$ cat config.mk
export PLATFORM = sky130hd
export DESIGN_NAME = wheel_rotation_range_command_top
export DESIGN_NICKNAME = d
export VERILOG_FILES = /design/src/rtl/wrrc_pkg.sv /design/src/rtl/wrrc_fifo.sv /design/src/rtl/wrrc_front.sv /design/src/rtl/wrrc_back.sv /design/src/rtl/wheel_rotation_range_command_top.sv
export SDC_FILE = /design/constraint.sdc
export NUM_CORES = 1
export LEC_CHECK = 0
export BUFFER_PORTS_ARGS = -buffer_cell sky130_fd_sc_hd__buf_2
export CAP_MARGIN = 25
export CORE_ASPECT_RATIO = 1.2
export CORE_UTILIZATION = 52
export CTS_CLUSTER_DIAMETER = 50
export DETAILED_ROUTE_END_ITERATION = 6
export PLACE_DENSITY = 0.76
export SYNTH_ARGS = -nofsm -noshare
export SYNTH_HDL_FRONTEND = slang
export SYNTH_SLANG_ARGS = --single-unit
$ cat constraint.sdc
create_clock -name clk -period 6.9 [get_ports clk]
set_clock_uncertainty 0.1 [all_clocks]
set_input_delay 0.69 -clock clk [delete_from_list [all_inputs] [get_ports clk]]
set_output_delay 0.69 -clock clk [all_outputs]
set_load 0.01 [all_outputs]
$ cat src/rtl/wrrc_pkg.sv
`timescale 1ns / 1ps
// ----------------------------------------------------------------------------
// wrrc_pkg
// types, codes and constants shared by the rotation range command generator
// ----------------------------------------------------------------------------
package wrrc_pkg;

  localparam int RangeW  = 12;
  localparam int DegW    = 10;
  localparam int NumW    = 21;
  localparam int RecipW  = 25;
  localparam int RecipSh = 32;
  localparam int StartW  = 12;

  localparam logic [RangeW-1:0] RANGE_MIN      = 12'd40;
  localparam logic [RangeW-1:0] RANGE_MAX      = 12'd900;
  localparam logic [DegW-1:0]   FULL_LOW       = 10'd200;
  localparam logic [DegW-1:0]   FULL_HIGH      = 10'd900;
  localparam logic [DegW-1:0]   CLAMP_LOW_DEG  = 10'd40;

  // floor(2^32 / full range), good to one count of the quotient
  localparam logic [RecipW-1:0] RECIP_900 = 25'd4772185;
  localparam logic [RecipW-1:0] RECIP_200 = 25'd21474836;

  // wheel models
  localparam logic [1:0] MODEL_DIRECT      = 2'd0;
  localparam logic [1:0] MODEL_COARSE_FINE = 2'd1;

  // status codes
  localparam logic [1:0] ST_OK          = 2'd0;
  localparam logic [1:0] ST_CLAMP_UP    = 2'd1;
  localparam logic [1:0] ST_CLAMP_DOWN  = 2'd2;
  localparam logic [1:0] ST_UNSUPPORTED = 2'd3;

  // report bytes
  localparam logic [7:0] CMD_EXT        = 8'hf8;
  localparam logic [7:0] SUB_RANGE      = 8'h81;
  localparam logic [7:0] SEL_FULL_900   = 8'h03;
  localparam logic [7:0] SEL_FULL_200   = 8'h02;
  localparam logic [7:0] CMD_FINE       = 8'h81;
  localparam logic [7:0] SUB_FINE       = 8'h0b;
  localparam logic [7:0] BYTE_FILL      = 8'hff;
  localparam logic [StartW-1:0] START_TOP = 12'hfff;

  localparam int QueueDepthDef = 2;
  localparam int OutDepthDef   = 2;

  // classified request between front and back
  typedef struct packed {
    logic [1:0]      model;
    logic [1:0]      status;
    logic [DegW-1:0] range;
    logic            full_900;
    logic            exact;
    logic [NumW-1:0] num;
  } cmd_t;

  // one command report word
  typedef struct packed {
    logic [7:0] b0;
    logic [7:0] b1;
    logic [7:0] b2;
    logic [7:0] b3;
    logic [7:0] b4;
    logic [7:0] b5;
    logic [7:0] b6;
    logic       last;
    logic [1:0] status;
  } report_t;

endpackage

$ cat src/rtl/wrrc_fifo.sv
`timescale 1ns / 1ps
// ----------------------------------------------------------------------------
// wrrc_fifo
// small register queue, head word shown while not empty
// ----------------------------------------------------------------------------
module wrrc_fifo #(
  parameter int WIDTH = 8,
  parameter int DEPTH = 2
) (
  input  logic             clk,
  input  logic             rst,
  input  logic             wr_en,
  input  logic [WIDTH-1:0] wr_data,
  output logic             full,
  input  logic             rd_en,
  output logic [WIDTH-1:0] rd_data,
  output logic             empty
);

  localparam int PtrW = (DEPTH > 1) ? $clog2(DEPTH) : 1;
  localparam int CntW = $clog2(DEPTH + 1);
  localparam logic [PtrW-1:0] PtrLast = PtrW'(DEPTH - 1);
  localparam logic [CntW-1:0] CntFull = CntW'(DEPTH);

  logic [WIDTH-1:0] mem [DEPTH];
  logic [PtrW-1:0]  wr_ptr;
  logic [PtrW-1:0]  rd_ptr;
  logic [CntW-1:0]  count;
  logic             do_wr;
  logic             do_rd;

  assign full    = (count == CntFull);
  assign empty   = (count == '0);
  assign do_wr   = wr_en && !full;
  assign do_rd   = rd_en && !empty;
  assign rd_data = mem[rd_ptr];

  always_ff @(posedge clk) begin
    if (do_wr) begin
      mem[wr_ptr] <= wr_data;
    end
  end

  always_ff @(posedge clk) begin
    if (rst) begin
      wr_ptr <= '0;
      rd_ptr <= '0;
      count  <= '0;
    end else begin
      if (do_wr) begin
        wr_ptr <= (wr_ptr == PtrLast) ? '0 : wr_ptr + 1'b1;
      end
      if (do_rd) begin
        rd_ptr <= (rd_ptr == PtrLast) ? '0 : rd_ptr + 1'b1;
      end
      if (do_wr && !do_rd) begin
        count <= count + 1'b1;
      end else if (do_rd && !do_wr) begin
        count <= count - 1'b1;
      end
    end
  end

endmodule

$ cat src/rtl/wrrc_front.sv
`timescale 1ns / 1ps
// ----------------------------------------------------------------------------
// wrrc_front
// model register, request clamp and classification, scaled numerator
// ----------------------------------------------------------------------------
module wrrc_front (
  input  logic                          clk,
  input  logic                          rst,
  input  logic                          wheel_model_we,
  input  logic [1:0]                    wheel_model_wdata,
  input  logic                          push,
  output logic                          full,
  input  logic [wrrc_pkg::RangeW-1:0]   requested_range,
  output logic                          cmd_wr,
  output wrrc_pkg::cmd_t                cmd_data,
  input  logic                          cmd_full
);
  import wrrc_pkg::*;

  logic [1:0]      wheel_model;
  logic            valid;
  cmd_t            cmd;
  cmd_t            cmd_next;
  logic            load;
  logic [DegW-1:0] clamped;
  logic [1:0]      clamp_st;
  logic [DegW-1:0] full_deg;
  logic [DegW-1:0] span;

  assign full     = valid && cmd_full;
  assign load     = push && !full;
  assign cmd_wr   = valid && !cmd_full;
  assign cmd_data = cmd;

  always_comb begin
    if (requested_range < RANGE_MIN) begin
      clamped  = CLAMP_LOW_DEG;
      clamp_st = ST_CLAMP_UP;
    end else if (requested_range > RANGE_MAX) begin
      clamped  = FULL_HIGH;
      clamp_st = ST_CLAMP_DOWN;
    end else begin
      clamped  = requested_range[DegW-1:0];
      clamp_st = ST_OK;
    end
    cmd_next.full_900 = (clamped > FULL_LOW);
    full_deg          = cmd_next.full_900 ? FULL_HIGH : FULL_LOW;
    // span = full - range + 1, numerator = span * 2047
    span              = full_deg - clamped + 1'b1;
    cmd_next.num      = {span, 11'b0} - {11'b0, span};
    cmd_next.exact    = (clamped == FULL_LOW) || (clamped == FULL_HIGH);
    cmd_next.range    = clamped;
    cmd_next.model    = wheel_model;
    cmd_next.status   = wheel_model[1] ? ST_UNSUPPORTED : clamp_st;
  end

  always_ff @(posedge clk) begin
    if (rst) begin
      wheel_model <= MODEL_DIRECT;
      valid       <= 1'b0;
    end else begin
      if (wheel_model_we) begin
        wheel_model <= wheel_model_wdata;
      end
      if (load) begin
        valid <= 1'b1;
      end else if (cmd_wr) begin
        valid <= 1'b0;
      end
    end
  end

  always_ff @(posedge clk) begin
    if (load) begin
      cmd <= cmd_next;
    end
  end

endmodule

$ cat src/rtl/wrrc_back.sv
`timescale 1ns / 1ps
// ----------------------------------------------------------------------------
// wrrc_back
// reciprocal divide of the start point, then one report word per cycle while the result queue has room
// ----------------------------------------------------------------------------
module wrrc_back (
  input  logic              clk,
  input  logic              rst,
  input  wrrc_pkg::cmd_t    cmd_data,
  input  logic              cmd_empty,
  output logic              cmd_rd,
  output logic              rpt_wr,
  output wrrc_pkg::report_t rpt_data,
  input  logic              rpt_full
);
  import wrrc_pkg::*;

  localparam int ProdW = NumW + RecipW;
  localparam int ChkW  = StartW + DegW;

  // quotient estimate stage
  logic              valid_a;
  cmd_t              cmd_a;
  logic [StartW-1:0] q_est;
  logic [ProdW-1:0]  prod;

  // report stage
  logic              valid_b;
  cmd_t              cmd_b;
  logic [StartW-1:0] q_b;
  logic              phase;

  logic              a_free;
  logic              b_free;
  logic              a_adv;
  logic              item_done;
  logic              two_words;
  logic [ChkW-1:0]   chk;
  logic [ChkW-1:0]   rem;
  logic [DegW-1:0]   full_deg;
  logic [StartW-1:0] left;
  logic [StartW-1:0] right;
  report_t           rpt;

  assign prod = cmd_data.num * (cmd_data.full_900 ? RECIP_900 : RECIP_200);

  assign two_words = (cmd_b.model == MODEL_COARSE_FINE);
  assign rpt_wr    = valid_b && !rpt_full;
  assign item_done = rpt_wr && (!two_words || phase);
  assign b_free    = !valid_b || item_done;
  assign a_adv     = valid_a && b_free;
  assign a_free    = !valid_a || b_free;
  assign cmd_rd    = !cmd_empty && a_free;

  // estimate is exact or one low: one compare fixes it
  always_comb begin
    full_deg = cmd_b.full_900 ? FULL_HIGH : FULL_LOW;
    chk      = q_b * full_deg;
    rem      = ChkW'(cmd_b.num) - chk;
    left     = q_b + StartW'(rem >= ChkW'(full_deg));
    right    = START_TOP - left;
  end

  always_comb begin
    rpt        = '0;
    rpt.status = cmd_b.status;
    rpt.last   = 1'b1;
    case (cmd_b.model)
      MODEL_DIRECT: begin
        rpt.b0 = CMD_EXT;
        rpt.b1 = SUB_RANGE;
        rpt.b2 = cmd_b.range[7:0];
        rpt.b3 = {6'b0, cmd_b.range[DegW-1:8]};
      end
      MODEL_COARSE_FINE: begin
        if (!phase) begin
          rpt.b0   = CMD_EXT;
          rpt.b1   = cmd_b.full_900 ? SEL_FULL_900 : SEL_FULL_200;
          rpt.last = 1'b0;
        end else begin
          rpt.b0 = CMD_FINE;
          rpt.b1 = SUB_FINE;
          if (!cmd_b.exact) begin
            rpt.b2 = left[StartW-1:4];
            rpt.b3 = right[StartW-1:4];
            rpt.b4 = BYTE_FILL;
            rpt.b5 = {right[3:1], 1'b0, left[3:1], 1'b0};
            rpt.b6 = BYTE_FILL;
          end
        end
      end
      default: begin
        rpt.status = ST_UNSUPPORTED;
      end
    endcase
  end

  assign rpt_data = rpt;

  always_ff @(posedge clk) begin
    if (rst) begin
      valid_a <= 1'b0;
      valid_b <= 1'b0;
      phase   <= 1'b0;
    end else begin
      if (cmd_rd) begin
        valid_a <= 1'b1;
      end else if (a_adv) begin
        valid_a <= 1'b0;
      end
      if (a_adv) begin
        valid_b <= 1'b1;
      end else if (item_done) begin
        valid_b <= 1'b0;
      end
      if (item_done) begin
        phase <= 1'b0;
      end else if (rpt_wr) begin
        phase <= 1'b1;
      end
    end
  end

  always_ff @(posedge clk) begin
    if (cmd_rd) begin
      cmd_a <= cmd_data;
      q_est <= prod[RecipSh +: StartW];
    end
    if (a_adv) begin
      cmd_b <= cmd_a;
      q_b   <= q_est;
    end
  end

endmodule

$ cat src/rtl/wheel_rotation_range_command_top.sv
`timescale 1ns / 1ps
// ----------------------------------------------------------------------------
// wheel_rotation_range_command_top
// clamps a requested rotation range and emits 7-byte command report words
// ----------------------------------------------------------------------------
// path: a taken request passes the front register, the command queue,
//   the estimate and report stages and the result queue to the result ports;
//   a second word (coarse plus fine model) follows the first
// throughput: one word per cycle while the result queue has room: one request
//   per cycle for single-word models, one per two words for coarse plus fine
// reset: rst is synchronous, active high; queues empty, model register 0
module wheel_rotation_range_command_top #(
  parameter int QUEUE_DEPTH = wrrc_pkg::QueueDepthDef,
  parameter int OUT_DEPTH   = wrrc_pkg::OutDepthDef
) (
  input  logic                        clk,
  input  logic                        rst,
  // model register write
  input  logic                        wheel_model_we,
  input  logic [1:0]                  wheel_model_wdata,
  // request side
  input  logic                        push,
  output logic                        full,
  input  logic [wrrc_pkg::RangeW-1:0] requested_range,
  // report side
  output logic                        empty,
  input  logic                        pop,
  output logic [7:0]                  report_byte0,
  output logic [7:0]                  report_byte1,
  output logic [7:0]                  report_byte2,
  output logic [7:0]                  report_byte3,
  output logic [7:0]                  report_byte4,
  output logic [7:0]                  report_byte5,
  output logic [7:0]                  report_byte6,
  output logic                        last_report,
  output logic [1:0]                  status
);
  import wrrc_pkg::*;

  // front to command queue
  logic    cmd_wr;
  cmd_t    cmd_in;
  logic    cmd_full;
  // command queue to back
  logic    cmd_rd;
  cmd_t    cmd_out;
  logic    cmd_empty;
  // back to result queue
  logic    rpt_wr;
  report_t rpt_in;
  logic    rpt_full;
  report_t rpt_out;

  // front: model register, clamp, classify, numerator of the start point
  wrrc_front u_front (
    .clk               (clk),
    .rst               (rst),
    .wheel_model_we    (wheel_model_we),
    .wheel_model_wdata (wheel_model_wdata),
    .push              (push),
    .full              (full),
    .requested_range   (requested_range),
    .cmd_wr            (cmd_wr),
    .cmd_data          (cmd_in),
    .cmd_full          (cmd_full)
  );

  // short queue that decouples the front from the back
  wrrc_fifo #(
    .WIDTH ($bits(cmd_t)),
    .DEPTH (QUEUE_DEPTH)
  ) u_cmd_q (
    .clk     (clk),
    .rst     (rst),
    .wr_en   (cmd_wr),
    .wr_data (cmd_in),
    .full    (cmd_full),
    .rd_en   (cmd_rd),
    .rd_data (cmd_out),
    .empty   (cmd_empty)
  );

  // back: divide by full range, then sequence the report words
  wrrc_back u_back (
    .clk       (clk),
    .rst       (rst),
    .cmd_data  (cmd_out),
    .cmd_empty (cmd_empty),
    .cmd_rd    (cmd_rd),
    .rpt_wr    (rpt_wr),
    .rpt_data  (rpt_in),
    .rpt_full  (rpt_full)
  );

  // result queue, head word drives the result ports
  wrrc_fifo #(
    .WIDTH ($bits(report_t)),
    .DEPTH (OUT_DEPTH)
  ) u_rpt_q (
    .clk     (clk),
    .rst     (rst),
    .wr_en   (rpt_wr),
    .wr_data (rpt_in),
    .full    (rpt_full),
    .rd_en   (pop),
    .rd_data (rpt_out),
    .empty   (empty)
  );

  assign report_byte0 = rpt_out.b0;
  assign report_byte1 = rpt_out.b1;
  assign report_byte2 = rpt_out.b2;
  assign report_byte3 = rpt_out.b3;
  assign report_byte4 = rpt_out.b4;
  assign report_byte5 = rpt_out.b5;
  assign report_byte6 = rpt_out.b6;
  assign last_report  = rpt_out.last;
  assign status       = rpt_out.status;

endmodule

==> results.py, run 1 <==
metrics = {
    "outcome": {
        "status": "finished with violations",
        "violations": "negative setup slack",
    },
    "die": {
        "fp.dieH_um": 243,
        "core_area_mm2": 0.0480,
        "chipWidth_um": 203,
        "die-area_mm2": 0.0495,
        "io_pins": 80,
        "start_util_pct": 52.6,
        "rows": 88,
    },
    "placed_design": {
        "placed_area_mm2": 0.0279,
        "place.gp.congestion": 0.978,
        "io_buffers": 71,
        "hpwlAfterDp_um": 49100,
    },
    "clock_tree": {
        "cts_root_buffer": "clkbuf_16",
        "clk_pin_slew_ns": 0.06,
        "cts_buffer_depth": 3,
        "cts_tree": "done",
        "cts.sinks": 289,
        "cts_max_level": 2,
        "numCtsBuffers": 34,
        "worst_skew_pair.late_latency_ns": 0.53,
    },
    "sta": {
        "setup_viol": 7,
        "fin_crit_ns": 7.27,
        "slew_violations": 0,
        "fin_crit_sh_pct": 105,
        "hold_viol_final": 0,
        "timing.final.ws_setup_ns": -0.366,
        "max_freq_mhz": 138,
        "relSlewSlack_pct": 32.3,
        "whs_ns": 0.310,
        "worst_pin_slew_ns": 1.01,
        "grt_setup_unrepaired": "yes",
    },
    "finish": {
        "layout_commonest_cell": "inv_1",
        "drive_gt1_share_pct": 24.2,
        "nets": 3106,
        "n_fill_cell": 3747,
        "antennaDiodeCount": 0,
        "seq_area_mm2": 0.00852,
        "syn_to_final_growth_pct": 19.0,
        "layout_common_cells": "inv_1 (450), fa_1 (294), ha_1 (275)",
        "multi_input_area_mm2": 0.0154,
        "design_area_mm2": 0.0301,
    },
    "worst_setup_path": {
        "setup.worst_path.end_class": "register",
        "crit_fanout": 5,
        "cp_data_arrival_time_ns": 7.44,
        "critPathRequiredTime_ns": 7.08,
        "path_class": "register to register",
        "start_kind": "register",
    },
    "drt": {
        "drtIter0Drc": 876,
        "drtAntennaViolNets": 0,
        "via_per_inst": 5.18,
        "wl_um": 59300,
        "dr.pass1.iters": 5,
        "route.vias.total": 16200,
        "drc_errors": 0,
        "wire_per_inst_um": 18.9,
    },
    "yosys": {
        "syn_area_per_cell_um2": 11.7,
        "synthArstFlopShare_pct": 0,
        "syn_inst": 2165,
        "synth-seq-cells": 289,
        "syn_area_mm2": 0.0253,
        "ys_types": 94,
        "ys_warn_count": 0,
        "yosysSeqAreaShare_pct": 33.7,
        "synth_edf_count": 273,
        "synthFlopType": "edfxtp_1",
    },
    "global_routing": {
        "grt_start_max_net_pins": 50,
        "grt_usage_pct": 24.9,
        "grt_overflow": 0,
        "grt_pass1_vias": 17900,
        "antenna_found_initial": 1,
        "grt_pass1_wl_um": 94000,
    },
    "worst_hold_path": {
        "min_path_type": "register to register",
    },
    "flow_run": {
        "drv_cap": 0,
    },
}
## registers in the layout, summed over array words and instances (netlist names), named ones only
name                 count
u_back.cmd_a            37
u_back.cmd_b            37
u_back.phase             1
u_back.q_b              12
u_back.q_est            12
u_back.valid_a           1
u_back.valid_b           1
u_cmd_q.count            2
u_cmd_q.mem             74
u_cmd_q.rd_ptr           1
u_cmd_q.wr_ptr           1
u_front.cmd_data        37
u_front.valid            1
u_front.wheel_model      2
u_rpt_q.count            2
u_rpt_q.mem             64
u_rpt_q.rd_ptr           1
u_rpt_q.wr_ptr           1
## synthesized netlist by cell type (all sizes together), types with 5 or more instances
cell type  count  share of area [%]
mux2i         19               0.80
a21oi         45               0.89
dfxtp         16                1.3
xnor2         33                1.1
o211ai        13               0.39
nand2b         8               0.20
a21o          11               0.33
nor2         109                1.6
nor4           6               0.15
xor2          27               0.97
clkbuf        46               0.70
nor2b         10               0.25
mux2          61                2.7
a22o           5               0.17
buf           39                1.1
nand4          5               0.12
nor3          19               0.38
and3           8               0.22
ha           296                 15
a211oi        11               0.33
or2           11               0.27
nand3         29               0.59
or3           11               0.32
o21ai         45               0.92
fa           308                 24
a211o          5               0.17
o21a          13               0.39
edfxtp       273                 32
inv          482                7.2
and2          14               0.37
nand2        112                1.7
## cells by family (layout without fill, tap and decap cells)
family	Yosys count	count (layout)	share of synthesized area (%)
AOI/OAI and AO/OA	206	206	5.92
xor gates and xnor gates	60	60	2.11
adders and majority gates	604	604	39.1
buffers and inverters	567	868	9.00
DFF	289	289	33.7
muxes	80	80	3.52
other	2	43	0.0297
and+or+nand+nor	357	357	6.66
## per-layer routing
metal,GRT usage [%],wire (um)
met4,9.95,2380
met2,44.4,30500
met1,30.7,24000
met3,2.86,2380
met5,0,0
## final timing paths
check / from / endpoint / slack, ns / depth (start not counted)
setup / recovery: register / u_back.q_est[11] / -0.37 / 25
hold / removal: u_back.cmd_a[18] / u_back.cmd_b[18] / 0.31 / 0
setup reg to reg: register / u_back.q_est[11] / -0.37 / 25
hold reg to reg: u_back.cmd_a[18] / u_back.cmd_b[18] / 0.31 / 0
## critical path: stages, from the launching register on
cell       delay (ns)
dfxtp_4          0.36
buf_12           0.13
buf_12           0.13
mux2_4           0.33
nand2_2          0.10
inv_4            0.06
fa_2             0.61
ha_4             0.22
fa_1             0.49
inv_1            0.05
fa_1             0.49
fa_1             0.55
inv_1            0.05
fa_1             0.56
fa_1             0.47
ha_4             0.30
a211o_1          0.14
a21oi_2          0.05
buf_4            0.14
a2111oi_4        0.35
o21a_4           0.22
o2111ai_4        0.13
a211o_4          0.40
a211oi_4         0.34
or3_1            0.16
nand3_1          0.06
## stage by stage
step           util (%)  setup TNS, ns  cells  setup slack, ns
2_1_floorplan         -       -0.00145   2206         -0.00145
3_3_place_gp       58.2          -3.61   3044           -0.518
3_5_place_dp       58.2          -6.59   3044           -0.684
4_1_cts            61.6          -1.55   3124           -0.287
5_1_grt            62.6          -5.74   3137           -0.607
6_report           62.6          -2.22   3137           -0.366
## final cells by class
class	count	share of cell area (%)
Multi-Input combinational cell	1350	51.2
Sequential cell	289	28.3
Timing Repair Buffer	326	8.31
Inverter	482	6.08
Clock buffer	43	2.94
Tap cell	630	2.62
Clock inverter	17	0.529
## what timing repair did
action	in CTS	in global routing
gates cloned	3	1
buffers inserted	17	11
pin swaps	88	40
setup endpoints to repair	32	34
resized for setup	85	84
hold buffers	0	0
Power of run 1 is left out: the tool's default activity adds up to more than one toggle a clock period on the data nets, which glitch-free logic cannot reach.
==> run 2: changes to the inputs <==
--- a/config.mk
+++ b/config.mk
@@ -5,13 +5,15 @@
 export SDC_FILE = /design/constraint.sdc
 export NUM_CORES = 1
 export LEC_CHECK = 0
+export ABC_AREA = 1
 export BUFFER_PORTS_ARGS = -buffer_cell sky130_fd_sc_hd__buf_2
 export CAP_MARGIN = 25
 export CORE_ASPECT_RATIO = 1.2
-export CORE_UTILIZATION = 52
+export CORE_UTILIZATION = 41
 export CTS_CLUSTER_DIAMETER = 50
 export DETAILED_ROUTE_END_ITERATION = 6
-export PLACE_DENSITY = 0.76
+export MAX_ROUTING_LAYER = met4
+export PLACE_DENSITY = 0.64
 export SYNTH_ARGS = -nofsm -noshare
 export SYNTH_HDL_FRONTEND = slang
 export SYNTH_SLANG_ARGS = --single-unit
==> run 2 against run 1 <==
  * The flow now finishes without violations
  * Synthesized cell count up 19%
  * First-iteration DRC count down 14%
  * Sequential share of layout area down 0.059 points
  * Register-to-register slack better by 0.50 ns
  * Worst hold slack worse by 0.037 ns
  * Setup slack better by 0.50 ns
  * Largest cell class unchanged
==> results.py, run 2 <==
metrics = {
    "yosys": {
        "synth_common_cells": "inv_1 (654), nand2_1 (346), fa_1 (308)",
        "synthFlopType": "edfxtp_1",
        "synth_compound_area_share_pct": 3.76,
        "synth_edf_count": 273,
        "muxShareOfSynthArea_pct": 2.03,
        "synth-seq-cells": 289,
        "synthArstFlopShare_pct": 0,
        "synth_xor_xnor_area_share_pct": 1.34,
        "syn_inst": 2571,
        "yosys-top-cells-area": "edfxtp_1 (31%), fa_1 (24%), ha_1 (14%)",
        "yosysMostFrequentCell": "inv_1",
        "synth_area_leader_cell": "edfxtp_1",
        "yosysSeqAreaShare_pct": 32.6,
        "synth_top_family_by_area": "adder cells",
        "yosys.area_share.simple_pct": 11.5,
        "synth_fa_ha_area_share_pct": 37.8,
        "ys_types": 47,
        "synth_top_area_share_pct": 31.4,
        "syn_area_mm2": 0.0261,
        "syn_area_per_cell_um2": 10.1,
        "ys_warn_count": 0,
    },
    "die": {
        "start_util_pct": 41.8,
        "die-area_mm2": 0.0647,
        "rows": 100,
        "chipWidth_um": 232,
        "io_pins": 80,
        "core_area_mm2": 0.0624,
        "fp.dieH_um": 278,
    },
    "worst_setup_path": {
        "reg2regPathDepth": 28,
        "rr_endpoint": "u_back.q_est[11]",
        "cp_top_family": "adder cells",
        "crit_fanout": 5,
        "cp_common_cell": "fa_1",
        "setup.worst_path.end_class": "register",
        "critPathSlowestCell": "fa_1",
        "start_kind": "register",
        "path_class": "register to register",
        "critPathBufInv": 9,
        "critPathRequiredTime_ns": 7.10,
        "reg2reg_from": "u_cmd_q.mem[0][22]",
        "cp_data_arrival_time_ns": 6.97,
        "worst-r2r-setup-slack_ns": 0.13,
        "slowest_delay_ns": 0.56,
    },
    "drt": {
        "top_layer_used": "met4",
        "met3_length_um": 2080,
        "dr.pass1.iters": 5,
        "drc_errors": 0,
        "drtIter0Drc": 753,
        "routed-wl-met2_um": 31500,
        "drtAntennaViolNets": 0,
        "via_per_inst": 4.76,
        "wire_per_inst_um": 16.9,
        "wl_um": 61200,
        "met1_length_um": 25000,
        "route.vias.total": 17300,
    },
    "finish": {
        "layout_commonest_cell": "inv_1",
        "n_fill_cell": 5672,
        "drive_gt1_share_pct": 17.0,
        "largest_reg_flops": 74,
        "layout_common_cells": "inv_1 (641), nand2_1 (333), fa_1 (300)",
        "top_regs": "u_cmd_q.mem (74), u_rpt_q.mem (64)",
        "syn_to_final_growth_pct": 15.5,
        "nets": 3409,
        "largest_register": "u_cmd_q.mem",
        "antennaDiodeCount": 0,
    },
    "outcome": {
        "status": "finished, final reports clean",
    },
    "sta": {
        "setup_viol": 0,
        "relSlewSlack_pct": 54.5,
        "slew_violations": 0,
        "grt_setup_unrepaired": "yes",
        "fin_crit_ns": 6.77,
        "worst_pin_slew_ns": 0.675,
        "hold_viol_final": 0,
        "whs_ns": 0.273,
        "max_freq_mhz": 148,
        "fin_crit_sh_pct": 98.1,
    },
    "global_routing": {
        "grt_pass1_vias": 18100,
        "grt_pass1_wl_um": 95800,
        "grt_usage_pct": 19.7,
        "antenna_found_initial": 2,
        "grt_overflow": 0,
        "grt_start_max_net_pins": 50,
    },
    "clock_tree": {
        "cts_root_buffer": "clkbuf_16",
        "clk_pin_slew_ns": 0.06,
        "numCtsBuffers": 31,
        "cts_buffer_depth": 3,
        "cts.sinks": 289,
        "worst_skew_pair.late_latency_ns": 0.57,
        "cts_tree": "done",
        "cts.hold.buffers_added": 0,
        "cts_max_level": 1,
    },
    "placed_design": {
        "hpwlAfterDp_um": 52400,
        "place.gp.congestion": 0.972,
        "io_buffers": 71,
    },
    "worst_hold_path": {
        "min_path_type": "primary input to register",
        "min_path_cells": 3,
        "worstHoldStart": "wheel_model_wdata[0]",
        "hold_path_end": "u_front.wheel_model[0]",
    },
    "flow_run": {
        "drv_cap": 0,
    },
}
run 2: cell count changes after synthesis, sizes merged, moves of 11 or more:
cell / change
mux2i: -19
nand2: +250
and2: -14
mux2: -14
nand3: +39
xnor2: -21
nor2: +73
inv: +178
a21oi: +32
or3: -11
nand4: +27
o211ai: -13
o21ai: +22
run 2: cell families (layout without fill, tap and decap cells):
kind of cell    count (synthesis)  in the layout
flops                         289            289
other cells                     2             43
xor+xnor                       39             39
buf+inv                       731            930
fa+ha+maj                     604            604
compound gates                178            178
mux                            47             47
simple gates                  681            681
run 2: what timing repair did:
item,4_1_cts,5_1_grt
buffers inserted,5,19
cloned,0,1
pin swaps,10,55
gates resized for setup,22,141
setup endpoints to repair,12,32
run 2: worst reg2reg max path: cells and delay by family, from the launching register on:
kind / cells / cell delay [ns]
flip-flops: 1 / 0.42
AND/OR/NAND/NOR: 4 / 0.35
buffers and inverters: 9 / 0.73
adder cells (fa/ha/maj): 8 / 3.79
AO/OA/AOI/OAI: 6 / 0.97
XOR/XNOR: 1 / 0.13
run 2: layout make-up:
cell class	instances	area [um2]	share of cell area, %
clock buffer	37	848	2.82
sequential	289	8520	28.3
clock inverter	21	243	0.806
tap	816	1020	3.39
timing repair buffer	212	1560	5.17
multi-input combinational	1592	15500	51.3
inverter	660	2480	8.24
run 2: worst max-delay path by stage:
stage | from | to | slack (ns) | cells past startpoint
3_3_place_gp | u_cmd_q.mem[1][22] | u_back.q_est[11] | -0.16 | 29
6_report | u_cmd_q.mem[0][22] | u_back.q_est[11] | 0.13 | 28
4_1_cts | u_cmd_q.mem[0][22] | u_back.q_est[6] | 0.001 | 25
5_1_grt | u_cmd_q.mem[0][22] | u_back.q_est[10] | -0.13 | 28
2_1_floorplan | register | u_back.q_est[11] | 0.05 | 27
3_5_place_dp | u_cmd_q.mem[1][22] | u_back.q_est[11] | -0.17 | 29
run 2: per-stage QoR:
step	setup WS [ns]	cells	utilization (%)	instance area, um2	TNS [ns]
after floorplan	0.0487	2612	-	26300	0
after global placement	-0.160	3541	45.1	28100	-0.419
after detailed placement	-0.171	3543	45.2	28200	-0.764
after CTS	0.00136	3606	47.1	29400	0
after global routing	-0.135	3627	48.3	30100	-0.815
final	0.134	3627	48.3	30100	0
run 2: routing by layer:
metal | global-route usage [%] | up-vias
li1 | - | 8434
met1 | 23.6 | 8343
met2 | 34.5 | 342
met3 | 1.80 | 137
met4 | 6.34 | 0
met5 | - | -
Power of run 2 is left out for the same reason.
